<file path="src/rtl/ehp_pkg.sv">
`timescale 1ns / 1ps
// ----------------------------------------------------------------------------
// ehp_pkg
// Shared constants, types and helpers of the Ethernet/IPv4/L4 header parser.
// ----------------------------------------------------------------------------
package ehp_pkg;

    // Frame size limit and derived widths
    localparam int MAX_FRAME = 16383;
    localparam int CNT_W     = $clog2(MAX_FRAME + 1);
    localparam int LEN_W     = 14;
    localparam int LEN_MAX   = 16383;
    localparam int OFF_W     = 8;
    localparam int WIDE_W    = (CNT_W > LEN_W) ? CNT_W : LEN_W;

    // Header sizes in bytes
    localparam int ETH_LEN = 14;
    localparam int ARP_LEN = 28;
    localparam int IP_MIN  = 20;
    localparam int TCP_MIN = 20;
    localparam int UDP_LEN = 8;

    // Byte positions of captured fields
    localparam int POS_ETYPE_HI = 12;
    localparam int POS_ETYPE_LO = 13;
    localparam int POS_IHL      = ETH_LEN;
    localparam int POS_PROTO    = ETH_LEN + 9;
    localparam int POS_TCP_OFF  = ETH_LEN + 12;

    localparam logic [15:0] ETHERTYPE_IPV4 = 16'h0800;
    localparam logic [15:0] ETHERTYPE_ARP  = 16'h0806;
    localparam logic [7:0]  PROTO_TCP      = 8'd6;
    localparam logic [7:0]  PROTO_UDP      = 8'd17;

    // Queue between front and back
    localparam int QUEUE_DEPTH = 2;
    localparam int QPTR_W      = (QUEUE_DEPTH > 1) ? $clog2(QUEUE_DEPTH) : 1;
    localparam int QCNT_W      = $clog2(QUEUE_DEPTH + 1);

    // Summary of one frame, handed from front to back
    typedef struct packed {
        logic [CNT_W-1:0] byte_count;
        logic [15:0]      ether_kind;
        logic [3:0]       ip_words;
        logic [7:0]       ip_proto;
        logic [3:0]       tcp_words;
        logic             oversize;
    } ehp_frame_t;

    // Partial result after the L2/L3 stage
    typedef struct packed {
        logic             has_eth;
        logic             has_arp;
        logic             has_ip;
        logic             tcp_req;
        logic             udp_req;
        logic [OFF_W-1:0] offset;
        logic [CNT_W-1:0] length;
        logic [CNT_W-1:0] rem;
        logic [3:0]       tcp_words;
        logic             oversize;
    } ehp_mid_t;

    typedef struct packed {
        logic             oversize;
        logic [LEN_W-1:0] body_len;
        logic [OFF_W-1:0] payload_offset;
        logic             has_udp;
        logic             has_tcp;
        logic             has_ip;
        logic             has_arp;
        logic             has_eth;
    } ehp_result_t;

    function automatic logic [LEN_W-1:0] sat_len(input logic [CNT_W-1:0] v);
        logic [WIDE_W-1:0] w;
        w = WIDE_W'(v);
        if (w > WIDE_W'(LEN_MAX))
            sat_len = LEN_W'(LEN_MAX);
        else
            sat_len = LEN_W'(w);
    endfunction

endpackage

</file>
<file path="src/rtl/eth_ip_l4_header_parser_core.sv">
`timescale 1ns / 1ps
// ----------------------------------------------------------------------------
// eth_ip_l4_header_parser_core
// Byte-stream Ethernet/ARP/IPv4/TCP/UDP header parser with one result per
// frame.
// ----------------------------------------------------------------------------
// Throughput: one byte per cycle while the summary queue is not full; a new
//   frame may start the cycle after a last. Each summary goes through the
//   queue, the L2/L3 stage and the L4 stage into the m_tvalid register.
// The two-entry summary queue only fills when m_tready is held low.
// Reset: rst_n clears the byte counter, captured fields, queue and valid bits.
module eth_ip_l4_header_parser_core
(
    input  logic        clk,
    input  logic        rst_n,
    input  logic        s_tvalid,
    output logic        s_tready,
    input  logic [7:0]  s_tdata,   // [7:0] data_byte
    input  logic        s_tlast,
    output logic        m_tvalid,
    input  logic        m_tready,
    output logic [31:0] m_tdata    // [0] has_eth, [1] has_arp, [2] has_ip,
                                   // [3] has_tcp, [4] has_udp,
                                   // [12:5] payload_offset,
                                   // [26:13] body_len, [27] oversize,
                                   // [31:28] zero
);

    logic                 q_full, q_not_empty, q_push, q_pop;
    ehp_pkg::ehp_frame_t  push_frame, q_head;
    ehp_pkg::ehp_result_t result;

    ehp_front u_front
    (
        .clk        (clk),
        .rst_n      (rst_n),
        .s_tvalid   (s_tvalid),
        .s_tready   (s_tready),
        .s_tdata    (s_tdata),
        .s_tlast    (s_tlast),
        .q_full     (q_full),
        .push       (q_push),
        .push_frame (push_frame)
    );

    ehp_queue u_queue
    (
        .clk        (clk),
        .rst_n      (rst_n),
        .push       (q_push),
        .push_frame (push_frame),
        .full       (q_full),
        .not_empty  (q_not_empty),
        .pop        (q_pop),
        .head       (q_head)
    );

    ehp_back u_back
    (
        .clk       (clk),
        .rst_n     (rst_n),
        .not_empty (q_not_empty),
        .head      (q_head),
        .pop       (q_pop),
        .m_tvalid  (m_tvalid),
        .m_tready  (m_tready),
        .result    (result)
    );

    assign m_tdata = {4'b0000, result};

endmodule

</file>
<file path="src/rtl/ehp_front.sv">
`timescale 1ns / 1ps
// ----------------------------------------------------------------------------
// ehp_front
// Counts frame bytes, captures header fields and pushes a frame summary
// into the queue on the last byte.
// ----------------------------------------------------------------------------
module ehp_front
(
    input  logic                clk,
    input  logic                rst_n,
    input  logic                s_tvalid,
    output logic                s_tready,
    input  logic [7:0]          s_tdata,   // [7:0] data_byte
    input  logic                s_tlast,
    input  logic                q_full,
    output logic                push,
    output ehp_pkg::ehp_frame_t push_frame
);

    logic [ehp_pkg::CNT_W-1:0] count_reg, count_next;
    logic [15:0]               ether_kind_reg, ether_kind_next;
    logic [3:0]                ip_words_reg, ip_words_next;
    logic [7:0]                ip_proto_reg, ip_proto_next;
    logic [3:0]                tcp_words_reg, tcp_words_next;
    logic                      ovf_reg, ovf_next;

    logic                      accept;
    logic [ehp_pkg::CNT_W-1:0] tcp_pos;
    ehp_pkg::ehp_frame_t       upd;

    assign s_tready = !q_full;
    assign accept   = s_tvalid && s_tready;
    assign tcp_pos  = ehp_pkg::CNT_W'(ehp_pkg::POS_TCP_OFF)
                    + ehp_pkg::CNT_W'({ip_words_reg, 2'b00});

    always_comb
    begin
        upd.byte_count = count_reg;
        upd.ether_kind = ether_kind_reg;
        upd.ip_words   = ip_words_reg;
        upd.ip_proto   = ip_proto_reg;
        upd.tcp_words  = tcp_words_reg;
        upd.oversize   = ovf_reg;
        if (count_reg < ehp_pkg::CNT_W'(ehp_pkg::MAX_FRAME))
        begin
            if (count_reg == ehp_pkg::CNT_W'(ehp_pkg::POS_ETYPE_HI))
                upd.ether_kind[15:8] = s_tdata;
            if (count_reg == ehp_pkg::CNT_W'(ehp_pkg::POS_ETYPE_LO))
                upd.ether_kind[7:0] = s_tdata;
            if (count_reg == ehp_pkg::CNT_W'(ehp_pkg::POS_IHL))
                upd.ip_words = s_tdata[3:0];
            if (count_reg == ehp_pkg::CNT_W'(ehp_pkg::POS_PROTO))
                upd.ip_proto = s_tdata;
            if (count_reg == tcp_pos)
                upd.tcp_words = s_tdata[7:4];
            upd.byte_count = count_reg + ehp_pkg::CNT_W'(1);
        end
        else
        begin
            upd.oversize = 1'b1;
        end
    end

    assign push       = accept && s_tlast;
    assign push_frame = upd;

    always_comb
    begin
        count_next      = count_reg;
        ether_kind_next = ether_kind_reg;
        ip_words_next   = ip_words_reg;
        ip_proto_next   = ip_proto_reg;
        tcp_words_next  = tcp_words_reg;
        ovf_next        = ovf_reg;
        if (accept)
        begin
            if (s_tlast)
            begin
                // start the next frame from scratch
                count_next      = '0;
                ether_kind_next = '0;
                ip_words_next   = '0;
                ip_proto_next   = '0;
                tcp_words_next  = '0;
                ovf_next        = 1'b0;
            end
            else
            begin
                count_next      = upd.byte_count;
                ether_kind_next = upd.ether_kind;
                ip_words_next   = upd.ip_words;
                ip_proto_next   = upd.ip_proto;
                tcp_words_next  = upd.tcp_words;
                ovf_next        = upd.oversize;
            end
        end
    end

    always_ff @(posedge clk or negedge rst_n)
    begin
        if (!rst_n)
        begin
            count_reg      <= '0;
            ether_kind_reg <= '0;
            ip_words_reg   <= '0;
            ip_proto_reg   <= '0;
            tcp_words_reg  <= '0;
            ovf_reg        <= 1'b0;
        end
        else
        begin
            count_reg      <= count_next;
            ether_kind_reg <= ether_kind_next;
            ip_words_reg   <= ip_words_next;
            ip_proto_reg   <= ip_proto_next;
            tcp_words_reg  <= tcp_words_next;
            ovf_reg        <= ovf_next;
        end
    end

    a_count_clears: assert property (@(posedge clk) disable iff (!rst_n)
        push |=> (count_reg == '0) && !ovf_reg)
        else $error("byte count not cleared after last item");

endmodule

</file>
<file path="src/rtl/ehp_queue.sv">
`timescale 1ns / 1ps
// ----------------------------------------------------------------------------
// ehp_queue
// Short queue of frame summaries between the front and back parts.
// ----------------------------------------------------------------------------
module ehp_queue
(
    input  logic                clk,
    input  logic                rst_n,
    input  logic                push,
    input  ehp_pkg::ehp_frame_t push_frame,
    output logic                full,
    output logic                not_empty,
    input  logic                pop,
    output ehp_pkg::ehp_frame_t head
);

    ehp_pkg::ehp_frame_t        entry_reg [ehp_pkg::QUEUE_DEPTH];
    logic [ehp_pkg::QPTR_W-1:0] wr_ptr_reg, wr_ptr_next;
    logic [ehp_pkg::QPTR_W-1:0] rd_ptr_reg, rd_ptr_next;
    logic [ehp_pkg::QCNT_W-1:0] count_reg, count_next;
    logic                       do_push, do_pop;

    assign full      = (count_reg == ehp_pkg::QCNT_W'(ehp_pkg::QUEUE_DEPTH));
    assign not_empty = (count_reg != '0);
    assign do_push   = push && !full;
    assign do_pop    = pop && not_empty;
    assign head      = entry_reg[rd_ptr_reg];

    always_comb
    begin
        wr_ptr_next = wr_ptr_reg;
        rd_ptr_next = rd_ptr_reg;
        count_next  = count_reg;
        if (do_push)
        begin
            if (wr_ptr_reg == ehp_pkg::QPTR_W'(ehp_pkg::QUEUE_DEPTH - 1))
                wr_ptr_next = '0;
            else
                wr_ptr_next = wr_ptr_reg + ehp_pkg::QPTR_W'(1);
        end
        if (do_pop)
        begin
            if (rd_ptr_reg == ehp_pkg::QPTR_W'(ehp_pkg::QUEUE_DEPTH - 1))
                rd_ptr_next = '0;
            else
                rd_ptr_next = rd_ptr_reg + ehp_pkg::QPTR_W'(1);
        end
        if (do_push && !do_pop)
            count_next = count_reg + ehp_pkg::QCNT_W'(1);
        else if (do_pop && !do_push)
            count_next = count_reg - ehp_pkg::QCNT_W'(1);
    end

    always_ff @(posedge clk or negedge rst_n)
    begin
        if (!rst_n)
        begin
            wr_ptr_reg <= '0;
            rd_ptr_reg <= '0;
            count_reg  <= '0;
        end
        else
        begin
            wr_ptr_reg <= wr_ptr_next;
            rd_ptr_reg <= rd_ptr_next;
            count_reg  <= count_next;
        end
    end

    always_ff @(posedge clk)
    begin
        if (do_push)
            entry_reg[wr_ptr_reg] <= push_frame;
    end

    a_no_overrun: assert property (@(posedge clk) disable iff (!rst_n)
        !(push && full))
        else $error("summary pushed into a full queue");

    a_count_range: assert property (@(posedge clk) disable iff (!rst_n)
        count_reg <= ehp_pkg::QCNT_W'(ehp_pkg::QUEUE_DEPTH))
        else $error("queue count out of range");

endmodule

</file>
<file path="src/rtl/ehp_back.sv">
`timescale 1ns / 1ps
// ----------------------------------------------------------------------------
// ehp_back
// Two-stage header walk: Ethernet/ARP/IPv4 first, then TCP/UDP and the
// length clamp into the output register.
// ----------------------------------------------------------------------------
module ehp_back
(
    input  logic                 clk,
    input  logic                 rst_n,
    input  logic                 not_empty,
    input  ehp_pkg::ehp_frame_t  head,
    output logic                 pop,
    output logic                 m_tvalid,
    input  logic                 m_tready,
    output ehp_pkg::ehp_result_t result
);

    logic                 s1_valid_reg, s1_valid_next;
    ehp_pkg::ehp_mid_t    s1_reg, s1_next;
    logic                 s2_valid_reg, s2_valid_next;
    ehp_pkg::ehp_result_t s2_reg, s2_next;
    logic                 adv1, adv2;

    logic [ehp_pkg::CNT_W-1:0] r1, ih, r2;
    logic [ehp_pkg::CNT_W-1:0] th;
    logic [ehp_pkg::CNT_W-1:0] len2;

    assign adv2 = !s2_valid_reg || m_tready;
    assign adv1 = !s1_valid_reg || adv2;
    assign pop  = adv1 && not_empty;

    // Stage 1: Ethernet, then ARP or IPv4
    always_comb
    begin
        r1 = head.byte_count - ehp_pkg::CNT_W'(ehp_pkg::ETH_LEN);
        ih = ehp_pkg::CNT_W'({head.ip_words, 2'b00});
        r2 = r1 - ih;

        s1_next.has_eth   = 1'b0;
        s1_next.has_arp   = 1'b0;
        s1_next.has_ip    = 1'b0;
        s1_next.tcp_req   = 1'b0;
        s1_next.udp_req   = 1'b0;
        s1_next.offset    = '0;
        s1_next.length    = '0;
        s1_next.rem       = r2;
        s1_next.tcp_words = head.tcp_words;
        s1_next.oversize  = head.oversize;

        if (head.byte_count >= ehp_pkg::CNT_W'(ehp_pkg::ETH_LEN))
        begin
            s1_next.has_eth = 1'b1;
            s1_next.offset  = ehp_pkg::OFF_W'(ehp_pkg::ETH_LEN);
            s1_next.length  = r1;
            if (head.ether_kind == ehp_pkg::ETHERTYPE_ARP)
            begin
                if (r1 >= ehp_pkg::CNT_W'(ehp_pkg::ARP_LEN))
                begin
                    s1_next.has_arp = 1'b1;
                    s1_next.offset  = ehp_pkg::OFF_W'(ehp_pkg::ETH_LEN + ehp_pkg::ARP_LEN);
                    s1_next.length  = r1 - ehp_pkg::CNT_W'(ehp_pkg::ARP_LEN);
                end
                else
                begin
                    s1_next.length = '0;
                end
            end
            else if (head.ether_kind == ehp_pkg::ETHERTYPE_IPV4)
            begin
                if (r1 >= ehp_pkg::CNT_W'(ehp_pkg::IP_MIN))
                begin
                    s1_next.has_ip = 1'b1;
                    s1_next.offset = ehp_pkg::OFF_W'(ehp_pkg::ETH_LEN)
                                   + ehp_pkg::OFF_W'({head.ip_words, 2'b00});
                    // a declared header longer than the frame leaves no payload
                    if (r1 < ih)
                    begin
                        s1_next.length = '0;
                    end
                    else
                    begin
                        s1_next.length  = r2;
                        s1_next.tcp_req = (head.ip_proto == ehp_pkg::PROTO_TCP);
                        s1_next.udp_req = (head.ip_proto == ehp_pkg::PROTO_UDP);
                    end
                end
                else
                begin
                    s1_next.length = '0;
                end
            end
        end
    end

    // Stage 2: TCP or UDP, clamp length
    always_comb
    begin
        th   = ehp_pkg::CNT_W'({s1_reg.tcp_words, 2'b00});
        len2 = s1_reg.length;

        s2_next.has_eth        = s1_reg.has_eth;
        s2_next.has_arp        = s1_reg.has_arp;
        s2_next.has_ip         = s1_reg.has_ip;
        s2_next.has_tcp        = 1'b0;
        s2_next.has_udp        = 1'b0;
        s2_next.payload_offset = s1_reg.offset;
        s2_next.oversize       = s1_reg.oversize;

        if (s1_reg.tcp_req)
        begin
            if (s1_reg.rem >= ehp_pkg::CNT_W'(ehp_pkg::TCP_MIN))
            begin
                s2_next.has_tcp        = 1'b1;
                s2_next.payload_offset = s1_reg.offset
                                       + ehp_pkg::OFF_W'({s1_reg.tcp_words, 2'b00});
                len2 = (s1_reg.rem < th) ? '0 : s1_reg.rem - th;
            end
            else
            begin
                len2 = '0;
            end
        end
        else if (s1_reg.udp_req)
        begin
            if (s1_reg.rem >= ehp_pkg::CNT_W'(ehp_pkg::UDP_LEN))
            begin
                s2_next.has_udp        = 1'b1;
                s2_next.payload_offset = s1_reg.offset + ehp_pkg::OFF_W'(ehp_pkg::UDP_LEN);
                len2 = s1_reg.rem - ehp_pkg::CNT_W'(ehp_pkg::UDP_LEN);
            end
            else
            begin
                len2 = '0;
            end
        end

        s2_next.body_len = ehp_pkg::sat_len(len2);
    end

    assign s1_valid_next = adv1 ? not_empty : s1_valid_reg;
    assign s2_valid_next = adv2 ? s1_valid_reg : s2_valid_reg;

    always_ff @(posedge clk or negedge rst_n)
    begin
        if (!rst_n)
        begin
            s1_valid_reg <= 1'b0;
            s2_valid_reg <= 1'b0;
        end
        else
        begin
            s1_valid_reg <= s1_valid_next;
            s2_valid_reg <= s2_valid_next;
        end
    end

    always_ff @(posedge clk)
    begin
        if (adv1)
            s1_reg <= s1_next;
        if (adv2)
            s2_reg <= s2_next;
    end

    assign m_tvalid = s2_valid_reg;
    assign result   = s2_reg;

    a_l4_needs_ip: assert property (@(posedge clk) disable iff (!rst_n)
        m_tvalid && (result.has_tcp || result.has_udp) |-> result.has_ip)
        else $error("L4 header reported without IPv4");

    a_l3_exclusive: assert property (@(posedge clk) disable iff (!rst_n)
        m_tvalid |-> !(result.has_arp && result.has_ip)
                  && ((!result.has_arp && !result.has_ip) || result.has_eth))
        else $error("inconsistent L2/L3 header flags");

endmodule
</file>
<file path="config.mk">
export PLATFORM = sky130hd
export DESIGN_NAME = eth_ip_l4_header_parser_core
export DESIGN_NICKNAME = d
export VERILOG_FILES = /design/src/rtl/ehp_pkg.sv /design/src/rtl/eth_ip_l4_header_parser_core.sv /design/src/rtl/ehp_front.sv /design/src/rtl/ehp_queue.sv /design/src/rtl/ehp_back.sv
export SDC_FILE = /design/constraint.sdc
export NUM_CORES = 1
export LEC_CHECK = 0
export BUFFER_PORTS_ARGS = -buffer_cell sky130_fd_sc_hd__buf_2
export CAP_MARGIN = 0
export CORE_ASPECT_RATIO = 1.75
export CORE_MARGIN = 3
export CORE_UTILIZATION = 55
export CTS_BUF_LIST = sky130_fd_sc_hd__clkbuf_4
export CTS_CLUSTER_DIAMETER = 50
export DETAILED_ROUTE_END_ITERATION = 6
export GPL_TIMING_DRIVEN = 0
export PLACE_DENSITY = 0.72
export SLEW_MARGIN = 20
export SYNTH_ARGS = -nofsm -noshare
export SYNTH_HDL_FRONTEND = slang
export SYNTH_HIERARCHICAL = 1
export SYNTH_SLANG_ARGS = --single-unit
</file>
<file path="constraint.sdc">
create_clock -name clk -period 4.1 [get_ports clk]
set_input_delay 0.41 -clock clk [delete_from_list [all_inputs] [get_ports clk]]
set_output_delay 0.41 -clock clk [all_outputs]
set_load 0.1 [all_outputs]
</file>
-- Word level (Yosys, flattened, before mapping)
Memory sizes are Yosys's and may differ from the RTL's.
Cells that the tools add are included.
- output and inout port bits: 34
- bits of input ports: 13
- memory bits (writable): 94
- word-level logic and storage cells: 128
- memories: 1
- register bits: 127
- $add $sub $neg: 14
- order comparisons: 9
- equal/unequal tests: 10
- muxes and demuxes: 41
- bitwise operators: 4
- reductions and logical operators: 20
- memory list (name ; depth ; width ; rd ports ; clocked after memory_dff ; wr ports ; line ; source):
    u_queue.entry_reg ; 2 ; 47 ; 1 ; 0 ; 1 ; ehp_queue.sv:18 ; ehp_pkg::ehp_frame_t entry_reg [ehp_pkg::QUEUE_DEPTH];
- operators by type and width (cell ; count):
    14-bit two-way mux ; 9
    8-bit two-way mux ; 6
    46-bit two-way mux ; 1
    14-bit by 4-bit equality test with 1-bit output, second input constant ; 3
    14-bit by 5-bit greater-or-equal comparator with 1-bit output, second input constant ; 3
    16-bit by 12-bit equality test with 1-bit output, second input constant ; 2
    14-bit by 4-bit greater-or-equal comparator with 1-bit output, second input constant ; 2
    14-bit by 6-bit < comparator with 1-bit output ; 2
    14-bit by 4-bit subtractor with 14-bit output, second input constant ; 2
    14-bit by 6-bit subtractor with 14-bit output ; 2
    27-bit two-way mux ; 1
    25-bit two-way mux ; 1
    22-bit two-way mux ; 1
    9-bit two-way mux ; 2
    16-bit two-way mux ; 1
    4-bit two-way mux ; 4
    14-bit by 1-bit adder with 14-bit output, second input constant ; 1
    14-bit equality test ; 1
    14-bit by 5-bit equality test with 1-bit output, second input constant ; 1
    14-bit > comparator, second input constant ; 1
    14-bit < comparator, second input constant ; 1
    14-bit by 5-bit subtractor with 14-bit output, second input constant ; 1
    11-bit two-way mux ; 1
    1-bit two-way mux ; 9
    22 further kinds ; 40

-- Depth between registers and ports, before layout
Gate-level depths: netlist of run 1.
- word-level depth: 9
- gate-level depth with buffers: 16
- mapped depth without buffers: 13

-- Modules after synthesis
Netlist of run 1, hierarchy kept.
- by module, submodules not included (module ; cells an instance ; area each (µm²) ; instances ; seq. area each (µm²)):
    ehp_back ; 475 ; 4941.0 ; 1 ; 2182.1
    ehp_queue ; 165 ; 3668.5 ; 1 ; 2922.8
    ehp_front ; 326 ; 3096.7 ; 1 ; 1176.1
    eth_ip_l4_header_parser_core ; 5 ; 33.8 ; 1 ; 0.0

-- Worst setup path before layout of run 1
Ideal clock, no wire load.
- path kind: register to register
- start: register u_queue/count_reg[0] (netlist bit)
- end: memory u_queue/entry_reg[0][0] (netlist bit), enable pin
- data arrival time: 3.279 ns
- clock period less this slack: 3.731 ns
- path slack: 0.369 ns
- path buffers: 2
- cell stages (with the launch flop): 9
- path through: dfrtp_1 nand2b_1 inv_1 nor2b_1 clkbuf_1 and2_1 clkbuf_1 nand2_1 nor2_1
- word-level cells in the longest chain between the ends: 7
- RTL lines (what ; line ; source):
    start, declared ; ehp_queue.sv:21 ; logic [ehp_pkg::QCNT_W-1:0] count_reg, count_next;
    start signal, assigned ; ehp_queue.sv:67 ; count_reg <= count_next;
    2-bit equality test ; ehp_queue.sv:24 ; assign full = (count_reg == ehp_pkg::QCNT_W'(ehp_pkg::QUEUE_DEPTH));
    via q_full ; eth_ip_l4_header_parser_core.sv:29 ; logic q_full, q_not_empty, q_push, q_pop;
    1-bit logical NOT ; ehp_front.sv:31 ; assign s_tready = !q_full;
    1-bit logical AND ; ehp_front.sv:32 ; assign accept = s_tvalid && s_tready;
    1-bit logical AND ; ehp_front.sv:64 ; assign push = accept && s_tlast;
    via q_push ; eth_ip_l4_header_parser_core.sv:29 ;
    1-bit logical AND ; ehp_queue.sv:26 ; assign do_push = push && !full;
    1-bit two-way mux ; ehp_queue.sv:73 ; if (do_push)
    1-bit two-way mux (implied by the code) ; ehp_queue.sv:74 ; entry_reg[wr_ptr_reg] <= push_frame;
    end, declared ; ehp_queue.sv:18 ;
The timed path passes the listed nets, and every way through them passes these cells.

==> out/qor.txt, run 1 <==
DR iter-0 viols: 492
root buf cell: clkbuf_4
Yosys top cell area share: 0.422
TritonCTS Buffers: 48
skew final: 58.1 ps
post-route insts no fill: 1366
first drt pass iteration count: 7
synth cell count leaders: edfxtp_1, nand2_1, nor2_1
#FFs+latches synth: 218
vias in the first global route: 8270
Inst Count DP: 1270
WP data arrival: 4290 ps
endpoints failing hold: 0
clock transition at the registers of the reported paths: 70 ps
pwr dens: 692 nW/µm²
Max-cap violations: 0
fmax: 258 MHz
ys flop type: edfxtp_1
CP Launch Type: flop
EDFF count, synth: 165
Data required, critical path: 4500 ps
min cycle time layout: 3880 ps
CTS tree: done
GRT Total Usage: 0.234
Core Region: 20900 µm²
Area contributors post-synth: edfxtp_1, dfrtp_1, mux2_2
Layout area overhead: 11.6%
Peak VDD IR: 0.425 mV
share of cells above drive strength 1: 0.254
vias per cell: 5.88
clock insertion delay at the later pin of the skew report: 700 ps
CTS Sinks: 218
antenna violations before repair: 1
max FFs per register: 94
pre-CTS setup slack: -145 ps
Fill cells: 1641
unrepaired setup endpoints after global routing: no
count of cell types in the netlist: 87
DR DRC count: 0
worst slew pin tran: 1020 ps
HP Class: in -> reg
WL final: 26.3 mm
setup TNS: 0 ps
Synthesis Warnings: 6
Gate Count Post-Synth: 971
final worst setup slack: 218 ps
die area: 23200 µm²
fin. max-slew vios: 0
die height: 199 µm
post-synthesis cell area: 11700 µm²
status: completed
I/O Buffers: 39
grt total ovfl: 0
Pleak: 5.10 nW
Final Wtd Congestion: 0.958
final setup violation count: 0
Synth async-reset ratio: 0.243
row count: 70
critical path peak fanout: 10
Seq/Total Area, Yosys: 0.535
Hold WS: 84.9 ps
Max-slew headroom: 0.317
placed wire-length estimate: 19.6 mm
crit end category: flop
top cell type by total area after synthesis: edfxtp_1
htree depth: 2
Tcrit/Tclk final: 0.947
Final Net Count: 1118
routed via count: 8038
Setup CP Type: reg -> reg
antenna viol nets, final: 0
largest net degree at the start of global routing: 54
maximum root-to-sink buffer count: 3
first-pass GRT wire length: 41.6 mm
IO Pins: 47
Avg Cell Area, Syn: 12.1 µm²
most common cell in the netlist: edfxtp_1
die width: 116 µm
Initial Util: 0.561
DR WL/cell: 19.3 µm
## per-stage QoR
stage	instance area [µm²]	total power, mW	util
after floorplan	11800	6.45	-
after global placement	12300	7.21	0.586
after detailed placement	12400	7.32	0.591
after CTS	13000	9.01	0.622
after global routing	13100	9.62	0.626
final	13100	9.07	0.626
## area by class of cell
| class | count | area [µm²] | share of cell area |
|---|---|---|---|
| clock buffers | 73 | 548 | 0.0418 |
| flip-flops and latches | 218 | 6280 | 0.479 |
| plain buffers | 51 | 290 | 0.0222 |
| repair buffers | 53 | 365 | 0.0279 |
| multi-input cells | 668 | 5100 | 0.389 |
| well taps | 252 | 315 | 0.0241 |
| clock inverters | 14 | 67.6 | 0.00516 |
| diodes | 1 | 2.50 | 0.000191 |
| inverters | 36 | 135 | 0.0103 |
## power breakdown
part	total [mW]	switching, mW	leakage, nW	internal (mW)
combinational	4.14	2.71	2.46	1.43
clock	1.64	0.820	0.366	0.819
sequential	3.29	0.232	2.27	3.06
total	9.07	3.77	5.10	5.30
## cells by family (layout without fill, tap and decap cells)
family / count (synthesis) / after routing / share of synthesized area
other cells: 2 / 6 / 0.000640
buf+inv: 88 / 227 / 0.0359
flops: 218 / 218 / 0.535
xor+xnor: 62 / 62 / 0.0495
fa+ha+maj: 29 / 29 / 0.0328
simple gates: 281 / 281 / 0.137
mux: 78 / 78 / 0.0808
compound gates: 213 / 213 / 0.128
## cells in the final DEF (no fill, tap or decap), types with 24 or more instances in the layout
cell      synthesis  final
a21oi_1          37     37
buf_2            10     47
clkbuf_1         24     24
clkbuf_4          0     73
dfrtp_1          53     52
edfxtp_1        165    165
ha_1             26     26
inv_1            34     34
mux2_2           54     54
nand2_1          69     69
nor2_1           60     59
o21ai_0          37     37
xnor2_1          31     31
xor2_1           26     26
## critical path: stages (launching register included)
cell and delay [ps]:
dfrtp_2 410, buf_6 170, mux2_2 410, ha_1 190, buf_2 190, a2111oi_4 630
xor2_2 240, a2111o_2 500, nor4b_4 420, nor2_2 170, a22oi_1 210, o21ai_1 90
## path summary, 6_finish.rpt
kind,end,depth (start not counted),slack [ps],startpoint
setup / recovery,u_back/s1_reg[22],11,220,u_queue/rd_ptr_reg
hold reg to reg,u_back/result[0],0,420,u_back/s1_reg[45]
max in group asynchronous,u_queue/rd_ptr_reg,2,3250,rst_n
setup reg to reg,u_back/s1_reg[22],11,220,u_queue/rd_ptr_reg
hold / removal,u_front/ip_proto_reg[4],2,80,s_tdata[4]
min in group asynchronous,u_front/ip_proto_reg[5],2,310,rst_n
## metal layers
metal	vias up	GRT usage	part of all wire
li1	3855	-	-
met1	3860	0.221	0.33
met2	221	0.445	0.57
met3	102	0.0345	0.035
met4	0	0.162	0.066
met5	-	0	0
## repair_timing
action	4_1_cts	5_1_grt
gates resized for setup	1	9
pin swaps	1	3
hold endpoints to repair	53	0
buffers inserted	1	7
setup endpoints to repair	5	13
hold buffers	1	0
Note: power is estimated with default switching activity, not from simulation.
==> inputs of run 2 (changes only) <==
--- a/config.mk
+++ b/config.mk
@@ -7,14 +7,16 @@
 export LEC_CHECK = 0
 export BUFFER_PORTS_ARGS = -buffer_cell sky130_fd_sc_hd__buf_2
 export CAP_MARGIN = 0
+export CELL_PAD_IN_SITES_DETAIL_PLACEMENT = 0
+export CELL_PAD_IN_SITES_GLOBAL_PLACEMENT = 1
 export CORE_ASPECT_RATIO = 1.75
 export CORE_MARGIN = 3
-export CORE_UTILIZATION = 55
-export CTS_BUF_LIST = sky130_fd_sc_hd__clkbuf_4
+export CORE_UTILIZATION = 53
+export CTS_BUF_LIST = sky130_fd_sc_hd__clkbuf_8
 export CTS_CLUSTER_DIAMETER = 50
 export DETAILED_ROUTE_END_ITERATION = 6
 export GPL_TIMING_DRIVEN = 0
-export PLACE_DENSITY = 0.72
+export PLACE_DENSITY_LB_ADDON = 0.1
 export SLEW_MARGIN = 20
 export SYNTH_ARGS = -nofsm -noshare
 export SYNTH_HDL_FRONTEND = slang
==> constraint.sdc (replaced) <==
create_clock -name clk -period 4.1 [get_ports clk]
set_input_delay 0.41 -clock clk [delete_from_list [all_inputs] [get_ports clk]]
set_output_delay 0.41 -clock clk [all_outputs]
set_load 0.02 [all_outputs]
==> run 2 against run 1 <==
  * Utilization shrank 1.6 points
  * Critical path depth grew 3
  * Sequential power is essentially flat
  * Critical path type unchanged
  * Critical endpoint is now u_back/s1_reg[30]
==> out/qor.txt, run 2 (synthesis gave the netlist of run 1 again) <==
status: completed (unchanged)
htree depth: 1 (was 2)
DR iter-0 viols: 385 (was 492)
die area: 24000 µm² (was 23200 µm²)
crit end category: flop (unchanged)
die width: 119 µm (was 116 µm)
pwr dens: 655 nW/µm² (was 692 nW/µm²)
clock transition at the registers of the reported paths: 70 ps (about the same)
Tcrit/Tclk final: 0.960 (was 0.947)
IO Pins: 47 (unchanged)
fin util: 0.610 (was 0.626)
TritonCTS Buffers: 31 (was 48)
DR DRC count: 0 (unchanged)
grt total ovfl: 0 (unchanged)
endpoints failing hold: 0 (unchanged)
routed via count: 7799 (was 8038)
die height: 203 µm (was 199 µm)
vias per cell: 5.67 (was 5.88)
most common cell after layout, fill and taps aside: edfxtp_1 (unchanged)
WP data arrival: 4270 ps (was 4290 ps)
critical path peak fanout: 10 (unchanged)
row count: 71 (was 70)
total power: 8.66 mW (was 9.07 mW)
placed inst area: 12400 µm² (about the same)
fin. max-slew vios: 0 (unchanged)
Peak VDD IR: 0.414 mV (was 0.425 mV)
Final Wtd Congestion: 0.912 (was 0.958)
Top delay family on crit path: simple AND/OR/NAND/NOR gates (was compound AO/OA/AOI/OAI gates)
GRT Total Usage: 0.221 (was 0.234)
min cycle time layout: 3940 ps (was 3880 ps)
unrepaired setup endpoints after global routing: no (unchanged)
CTS tree: done (unchanged)
fmax: 254 MHz (was 258 MHz)
largest net degree at the start of global routing: 54 (unchanged)
Data required, critical path: 4430 ps (was 4500 ps)
I/O Buffers: 39 (unchanged)
first drt pass iteration count: 6 (was 7)
root buf cell: clkbuf_8 (was clkbuf_4)
final worst setup slack: 163 ps (was 218 ps)
final setup violation count: 0 (unchanged)
antenna viol nets, final: 0 (unchanged)
worst slew pin tran: 1010 ps (was 1020 ps)
commonest cells after routing, fill and taps aside: edfxtp_1, nand2_1, nor2_1 (was edfxtp_1, clkbuf_4, nand2_1)
antenna fix cells: 0 (was 1)
first-pass GRT wire length: 42.1 mm (was 41.6 mm)
Final Net Count: 1101 (was 1118)
maximum root-to-sink buffer count: 3 (unchanged)
Pleak: 5.09 nW (was 5.10 nW)
share of cells above drive strength 1: 0.232 (was 0.254)
Core Region: 21700 µm² (was 20900 µm²)
Worst path max stage delay: 420 ps (was 630 ps)
cell repeated most along the worst path: buf_6
Max-slew headroom: 0.330 (was 0.317)
fin area: 13200 µm² (was 13100 µm²)
Layout area overhead: 12.6% (was 11.6%)
CP max-delay cell: a2111oi_4 (unchanged)
worst-path cell chain: buf_6, buf_6, mux2_4, buf_4, and3_4, xnor2_4, ha_1, nor2b_1, o21ai_0, nand2b_1, a2111oi_4, nor2_2, and2_1, a211o_1 (was buf_6, mux2_2, ha_1, buf_2, a2111oi_4, xor2_2, a2111o_2, nor4b_4, nor2_2, a22oi_1, o21ai_1)
CP Launch Type: flop (unchanged)
Fill cells: 1846 (was 1641)
max FFs per register: 94 (unchanged)
CP bufs+invs: 3 (was 2)
multi-input logic area: 5090 µm² (was 5100 µm²)
CTS Sinks: 218 (unchanged)
WL final: 26.3 mm (about the same)
DR WL/cell: 19.1 µm (was 19.3 µm)
skew final: 27.6 ps (was 58.1 ps)
Initial Util: 0.542 (was 0.561)
Max-cap violations: 0 (unchanged)
HP Class: in -> reg (unchanged)
pre-CTS setup slack: -152 ps (was -145 ps)
setup TNS: 0 ps (unchanged)
clock insertion delay at the later pin of the skew report: 590 ps (was 700 ps)
Sequential Area: 6280 µm² (about the same)
Setup CP Type: reg -> reg (unchanged)
vias in the first global route: 7982 (was 8270)
antenna violations before repair: 0 (was 1)
placed wire-length estimate: 19.7 mm (was 19.6 mm)
[run 2: layout make-up]
type,instances,area share
sequential,218,0.475
timing repair buffer,52,0.0265
tap,292,0.0276
multi-input combinational,668,0.385
inverter,36,0.0102
clock buffer,31,0.0323
buffer,52,0.0217
clock inverter,27,0.0217
[run 2: through the flow]
stage	hold slack, ps	instances
2_1_floorplan	114	974
3_3_place_gp	402	1305
3_5_place_dp	405	1310
4_1_cts	138	1370
5_1_grt	165	1376
6_report	188	1376
[run 2: where the power goes]
part | switching (mW) | internal, mW
clock | 0.833 | 1.10
combinational | 2.04 | 1.40
sequential | 0.227 | 3.06
[run 2: path summary, 6_finish.rpt]
check                      slack (ps)                         to          startpoint  cells after the start
setup / recovery                  160          u_back/s1_reg[30]  u_queue/rd_ptr_reg                     14
hold / removal                    190   u_front/tcp_words_reg[0]          s_tdata[4]                      2
setup reg to reg                  160          u_back/s1_reg[30]  u_queue/rd_ptr_reg                     14
hold reg to reg                   420           u_back/result[0]   u_back/s1_reg[45]                      0
max in group asynchronous        3170  u_front/ether_kind_reg[2]               rst_n                      2
min in group asynchronous         430      u_front/count_reg[11]               rst_n                      2
[run 2: repair_timing]
item | in CTS | in global routing
pin swaps | 1 | 2
resized for setup | 1 | 2
buffers inserted | 1 | 6
hold endpoints to repair | 53 | 0
setup endpoints to repair | 4 | 6
hold buffers | 1 | 0
[run 2: per-layer routing]
metal,part of all wire,GRT usage,up-vias
li1,-,-,3789
met1,0.36,0.223,3787
met2,0.56,0.436,153
met3,0.025,0.0226,70
met4,0.051,0.116,0
met5,0,0,-
==> inputs of run 3 (changes only) <==
--- a/config.mk
+++ b/config.mk
@@ -5,13 +5,14 @@
 export SDC_FILE = /design/constraint.sdc
 export NUM_CORES = 1
 export LEC_CHECK = 0
+export ABC_AREA = 1
 export BUFFER_PORTS_ARGS = -buffer_cell sky130_fd_sc_hd__buf_2
 export CAP_MARGIN = 0
 export CELL_PAD_IN_SITES_DETAIL_PLACEMENT = 0
 export CELL_PAD_IN_SITES_GLOBAL_PLACEMENT = 1
 export CORE_ASPECT_RATIO = 1.75
 export CORE_MARGIN = 3
-export CORE_UTILIZATION = 53
+export CORE_UTILIZATION = 50
 export CTS_BUF_LIST = sky130_fd_sc_hd__clkbuf_8
 export CTS_CLUSTER_DIAMETER = 50
 export DETAILED_ROUTE_END_ITERATION = 6
==> run 3 against run 2 <==
  * Synthesized cell count grew 33%
  * Fmax grew 1.9%
  * Global-route usage shrank 0.93 points
  * Register-to-register slack gained 70 ps
  * Utilization shrank 4.1 points
  * Via count grew 8.7%
  * Final cell count grew 24%
  * Critical endpoint is now u_back/s1_reg[26]
==> out/qor.txt, run 3 <==
clock transition at the registers of the reported paths: 70 ps (about the same)
Tcrit/Tclk final: 0.942 (was 0.960)
post-route insts no fill: 1702 (was 1376)
commonest cells after routing, fill and taps aside: nand2_1, inv_1, edfxtp_1 (was edfxtp_1, nand2_1, nor2_1)
synth cell count leaders: nand2_1, inv_1, edfxtp_1 (was edfxtp_1, nand2_1, nor2_1)
Synthesis Warnings: 6 (unchanged)
IO Pins: 47 (unchanged)
simple logic cell fraction of the synthesized area: 0.262 (was 0.137)
worst r2r src: u_queue/rd_ptr_reg (unchanged)
routed via count: 8478 (was 7799)
critical path peak fanout: 10 (unchanged)
worst hold endpoint: u_front/ether_kind_reg[11] (was u_front/tcp_words_reg[0])
htree depth: 2 (was 1)
I/O Buffers: 41 (was 39)
vias per cell: 4.98 (was 5.67)
antenna violations before repair: 0 (unchanged)
final worst setup slack: 238 ps (was 163 ps)
fmax: 259 MHz (was 254 MHz)
DR iter-0 viols: 326 (was 385)
Area contributors post-synth: edfxtp_1, nand2_1, dfrtp_1 (was edfxtp_1, dfrtp_1, mux2_2)
Synth async-reset ratio: 0.243 (unchanged)
post-synthesis cell area: 11600 µm² (was 11700 µm²)
die width: 121 µm (was 119 µm)
Data required, critical path: 4370 ps (was 4430 ps)
Initial Util: 0.509 (was 0.542)
max FFs per register: 94 (unchanged)
Final Net Count: 1419 (was 1101)
hold wc startpoint: s_tdata[3] (was s_tdata[4])
root buf cell: clkbuf_8 (unchanged)
Inst Count DP: 1639 (was 1310)
Hold WS: 244 ps (was 188 ps)
Synth Area in XOR/XNOR: 0.0284 (was 0.0495)
Avg Cell Area, Syn: 9.00 µm² (was 12.1 µm²)
endpoints failing hold: 0 (unchanged)
Synth Area in Compound Gates: 0.0630 (was 0.128)
GRT Total Usage: 0.211 (was 0.221)
count of cell types in the netlist: 50 (was 87)
HP Class: in -> reg (unchanged)
pre-CTS setup slack: 132 ps (was -152 ps)
GR Layer Usage met3: 0.0319 (was 0.0226)
CTS Sinks: 218 (unchanged)
status: completed (unchanged)
Core Region: 22800 µm² (was 21700 µm²)
Final Wtd Congestion: 0.911 (was 0.912)
met1 GRT Util: 0.219 (was 0.223)
share of cells above drive strength 1: 0.138 (was 0.232)
EDFF count, synth: 165 (unchanged)
first-pass GRT wire length: 42.0 mm (was 42.1 mm)
skew final: 26.4 ps (was 27.6 ps)
met2 GRT Util: 0.408 (was 0.436)
Yosys top cell area share: 0.426 (was 0.422)
antenna viol nets, final: 0 (unchanged)
#FFs+latches synth: 218 (unchanged)
grt total ovfl: 0 (unchanged)
worst slew pin tran: 749 ps (was 1010 ps)
Max-slew headroom: 0.497 (was 0.330)
WL final: 25.6 mm (was 26.3 mm)
DR WL/cell: 15.0 µm (was 19.1 µm)
most common cell in the netlist: nand2_1 (was edfxtp_1)
Post-CTS Setup Inserts: 0 (was 1)
pwr dens: 672 nW/µm² (was 655 nW/µm²)
fin. max-slew vios: 0 (unchanged)
FF-to-FF End: u_back/s1_reg[26] (was u_back/s1_reg[30])
final setup violation count: 0 (unchanged)
Setup CP Type: reg -> reg (unchanged)
min cycle time layout: 3860 ps (was 3940 ps)
ys flop type: edfxtp_1 (unchanged)
Pleak: 6.17 nW (was 5.09 nW)
Gate Count Post-Synth: 1292 (was 971)
Register-to-Register Path Depth: 21 (was 14)
largest net degree at the start of global routing: 54 (unchanged)
TritonCTS Buffers: 35 (was 31)
DR DRC count: 0 (unchanged)
row count: 73 (was 71)
Max-cap violations: 0 (unchanged)
placed wire-length estimate: 19.8 mm (was 19.7 mm)
die area: 25200 µm² (was 24000 µm²)
reg2reg setup slack: 240 ps (was 160 ps)
mux cell area share after synthesis: 0 (was 0.0808)
largest family of logic cells by synthesized area: simple AND/OR/NAND/NOR gates (unchanged)
Adder-Cell Fraction of Synth Area: 0.0331 (was 0.0328)
clock insertion delay at the later pin of the skew report: 530 ps (was 590 ps)
CTS tree: done (unchanged)
crit end category: flop (unchanged)
die height: 208 µm (was 203 µm)
Seq/Total Area, Yosys: 0.540 (was 0.535)
Fill cells: 2152 (was 1846)
top cell type by total area after synthesis: edfxtp_1 (unchanged)
grt peak-use layer: met2 (unchanged)
Hold Crit Depth: 3 (was 2)
first drt pass iteration count: 5 (was 6)
antenna fix cells: 0 (unchanged)
vias in the first global route: 8499 (was 7982)
most common cell after layout, fill and taps aside: nand2_1 (was edfxtp_1)
maximum root-to-sink buffer count: 3 (unchanged)
Peak VDD IR: 0.287 mV (was 0.414 mV)
unrepaired setup endpoints after global routing: no (unchanged)
WP data arrival: 4130 ps (was 4270 ps)
CP Launch Type: flop (unchanged)
Layout area overhead: 11.7% (was 12.6%)
==> run 3: area by class of cell <==
class / count / area, µm² / share of cell area
Timing Repair Buffer: 45 / 278 / 0.0214
Clock inverter: 25 / 161 / 0.0124
Inverter: 176 / 661 / 0.0509
Clock buffer: 37 / 509 / 0.0392
Tap cell: 300 / 375 / 0.0289
Multi-Input combinational cell: 870 / 4540 / 0.349
Sequential cell: 218 / 6280 / 0.484
Buffer: 31 / 183 / 0.0141
==> run 3: what timing repair did <==
action / 4_1_cts / 5_1_grt
setup endpoints to repair: 0 / 5
gates resized for setup: 0 / 1
hold buffers: 1 / 0
hold endpoints to repair: 51 / 0
==> run 3: per-layer routing <==
layer  vias to the layer above  wire length (µm)  share of wire
li1                       4373                 -              -
met1                      3897              9210           0.36
met2                       146             14500           0.57
met3                        62               793          0.031
met4                         0              1080          0.042
met5                         -                 0              0
==> run 3: where the power goes <==
| group | switching [mW] | internal, mW |
|---|---|---|
| clock network | 0.823 | 0.966 |
| logic | 2.48 | 1.16 |
| registers | 0.220 | 3.06 |
| total | 3.53 | 5.19 |
==> run 3: through the flow <==
| stage | power [mW] | util | setup TNS, ps | area (µm²) |
|---|---|---|---|---|
| after floorplan | 6.01 | - | 0 | 11600 |
| after global placement | 6.93 | 0.535 | -35880 | 12200 |
| after detailed placement | 6.99 | 0.539 | 0 | 12300 |
| after CTS | 8.82 | 0.569 | 0 | 13000 |
| after global routing | 9.41 | 0.569 | 0 | 13000 |
| final | 8.72 | 0.569 | 0 | 13000 |
==> run 3: worst max path at each step <==
stage	slack, ps	startpoint	end
after global placement	-770	u_queue/count_reg[1]	u_queue/entry_reg[1][30]
after floorplan	390	u_queue/count_reg[1]	u_queue/entry_reg[1][0]
after global routing	10	u_queue/rd_ptr_reg	u_back/s1_reg[27]
final	240	u_queue/rd_ptr_reg	u_back/s1_reg[26]
after detailed placement	130	u_queue/rd_ptr_reg	u_back/s1_reg[24]
after CTS	100	u_queue/rd_ptr_reg	u_back/s1_reg[26]
==> run 3: worst max-delay path, cell delays in order (launching register included) <==
cell	delay (ps)
dfrtp_1	410
inv_2	70
buf_2	270
nand2_1	80
nand2_1	160
ha_1	220
nand2_2	110
nand2_2	150
xor2_2	280
inv_2	100
ha_1	330
a21o_1	200
nor2_2	210
nand3_1	180
nor2_1	170
nand2_1	160
nand2_1	100
nand2_1	70
nand2_2	120
inv_2	90
nand2_1	60
nand2_1	40
==> run 3: cells by family (layout without fill, tap and decap cells) <==
kind of cell | after synthesis | count (layout)
and+or+nand+nor | 680 | 680
DFF | 218 | 218
buffers and inverters | 207 | 314
AOI/OAI and AO/OA | 120 | 120
xor gates and xnor gates | 36 | 36
adders and majority gates | 29 | 29
other | 2 | 5
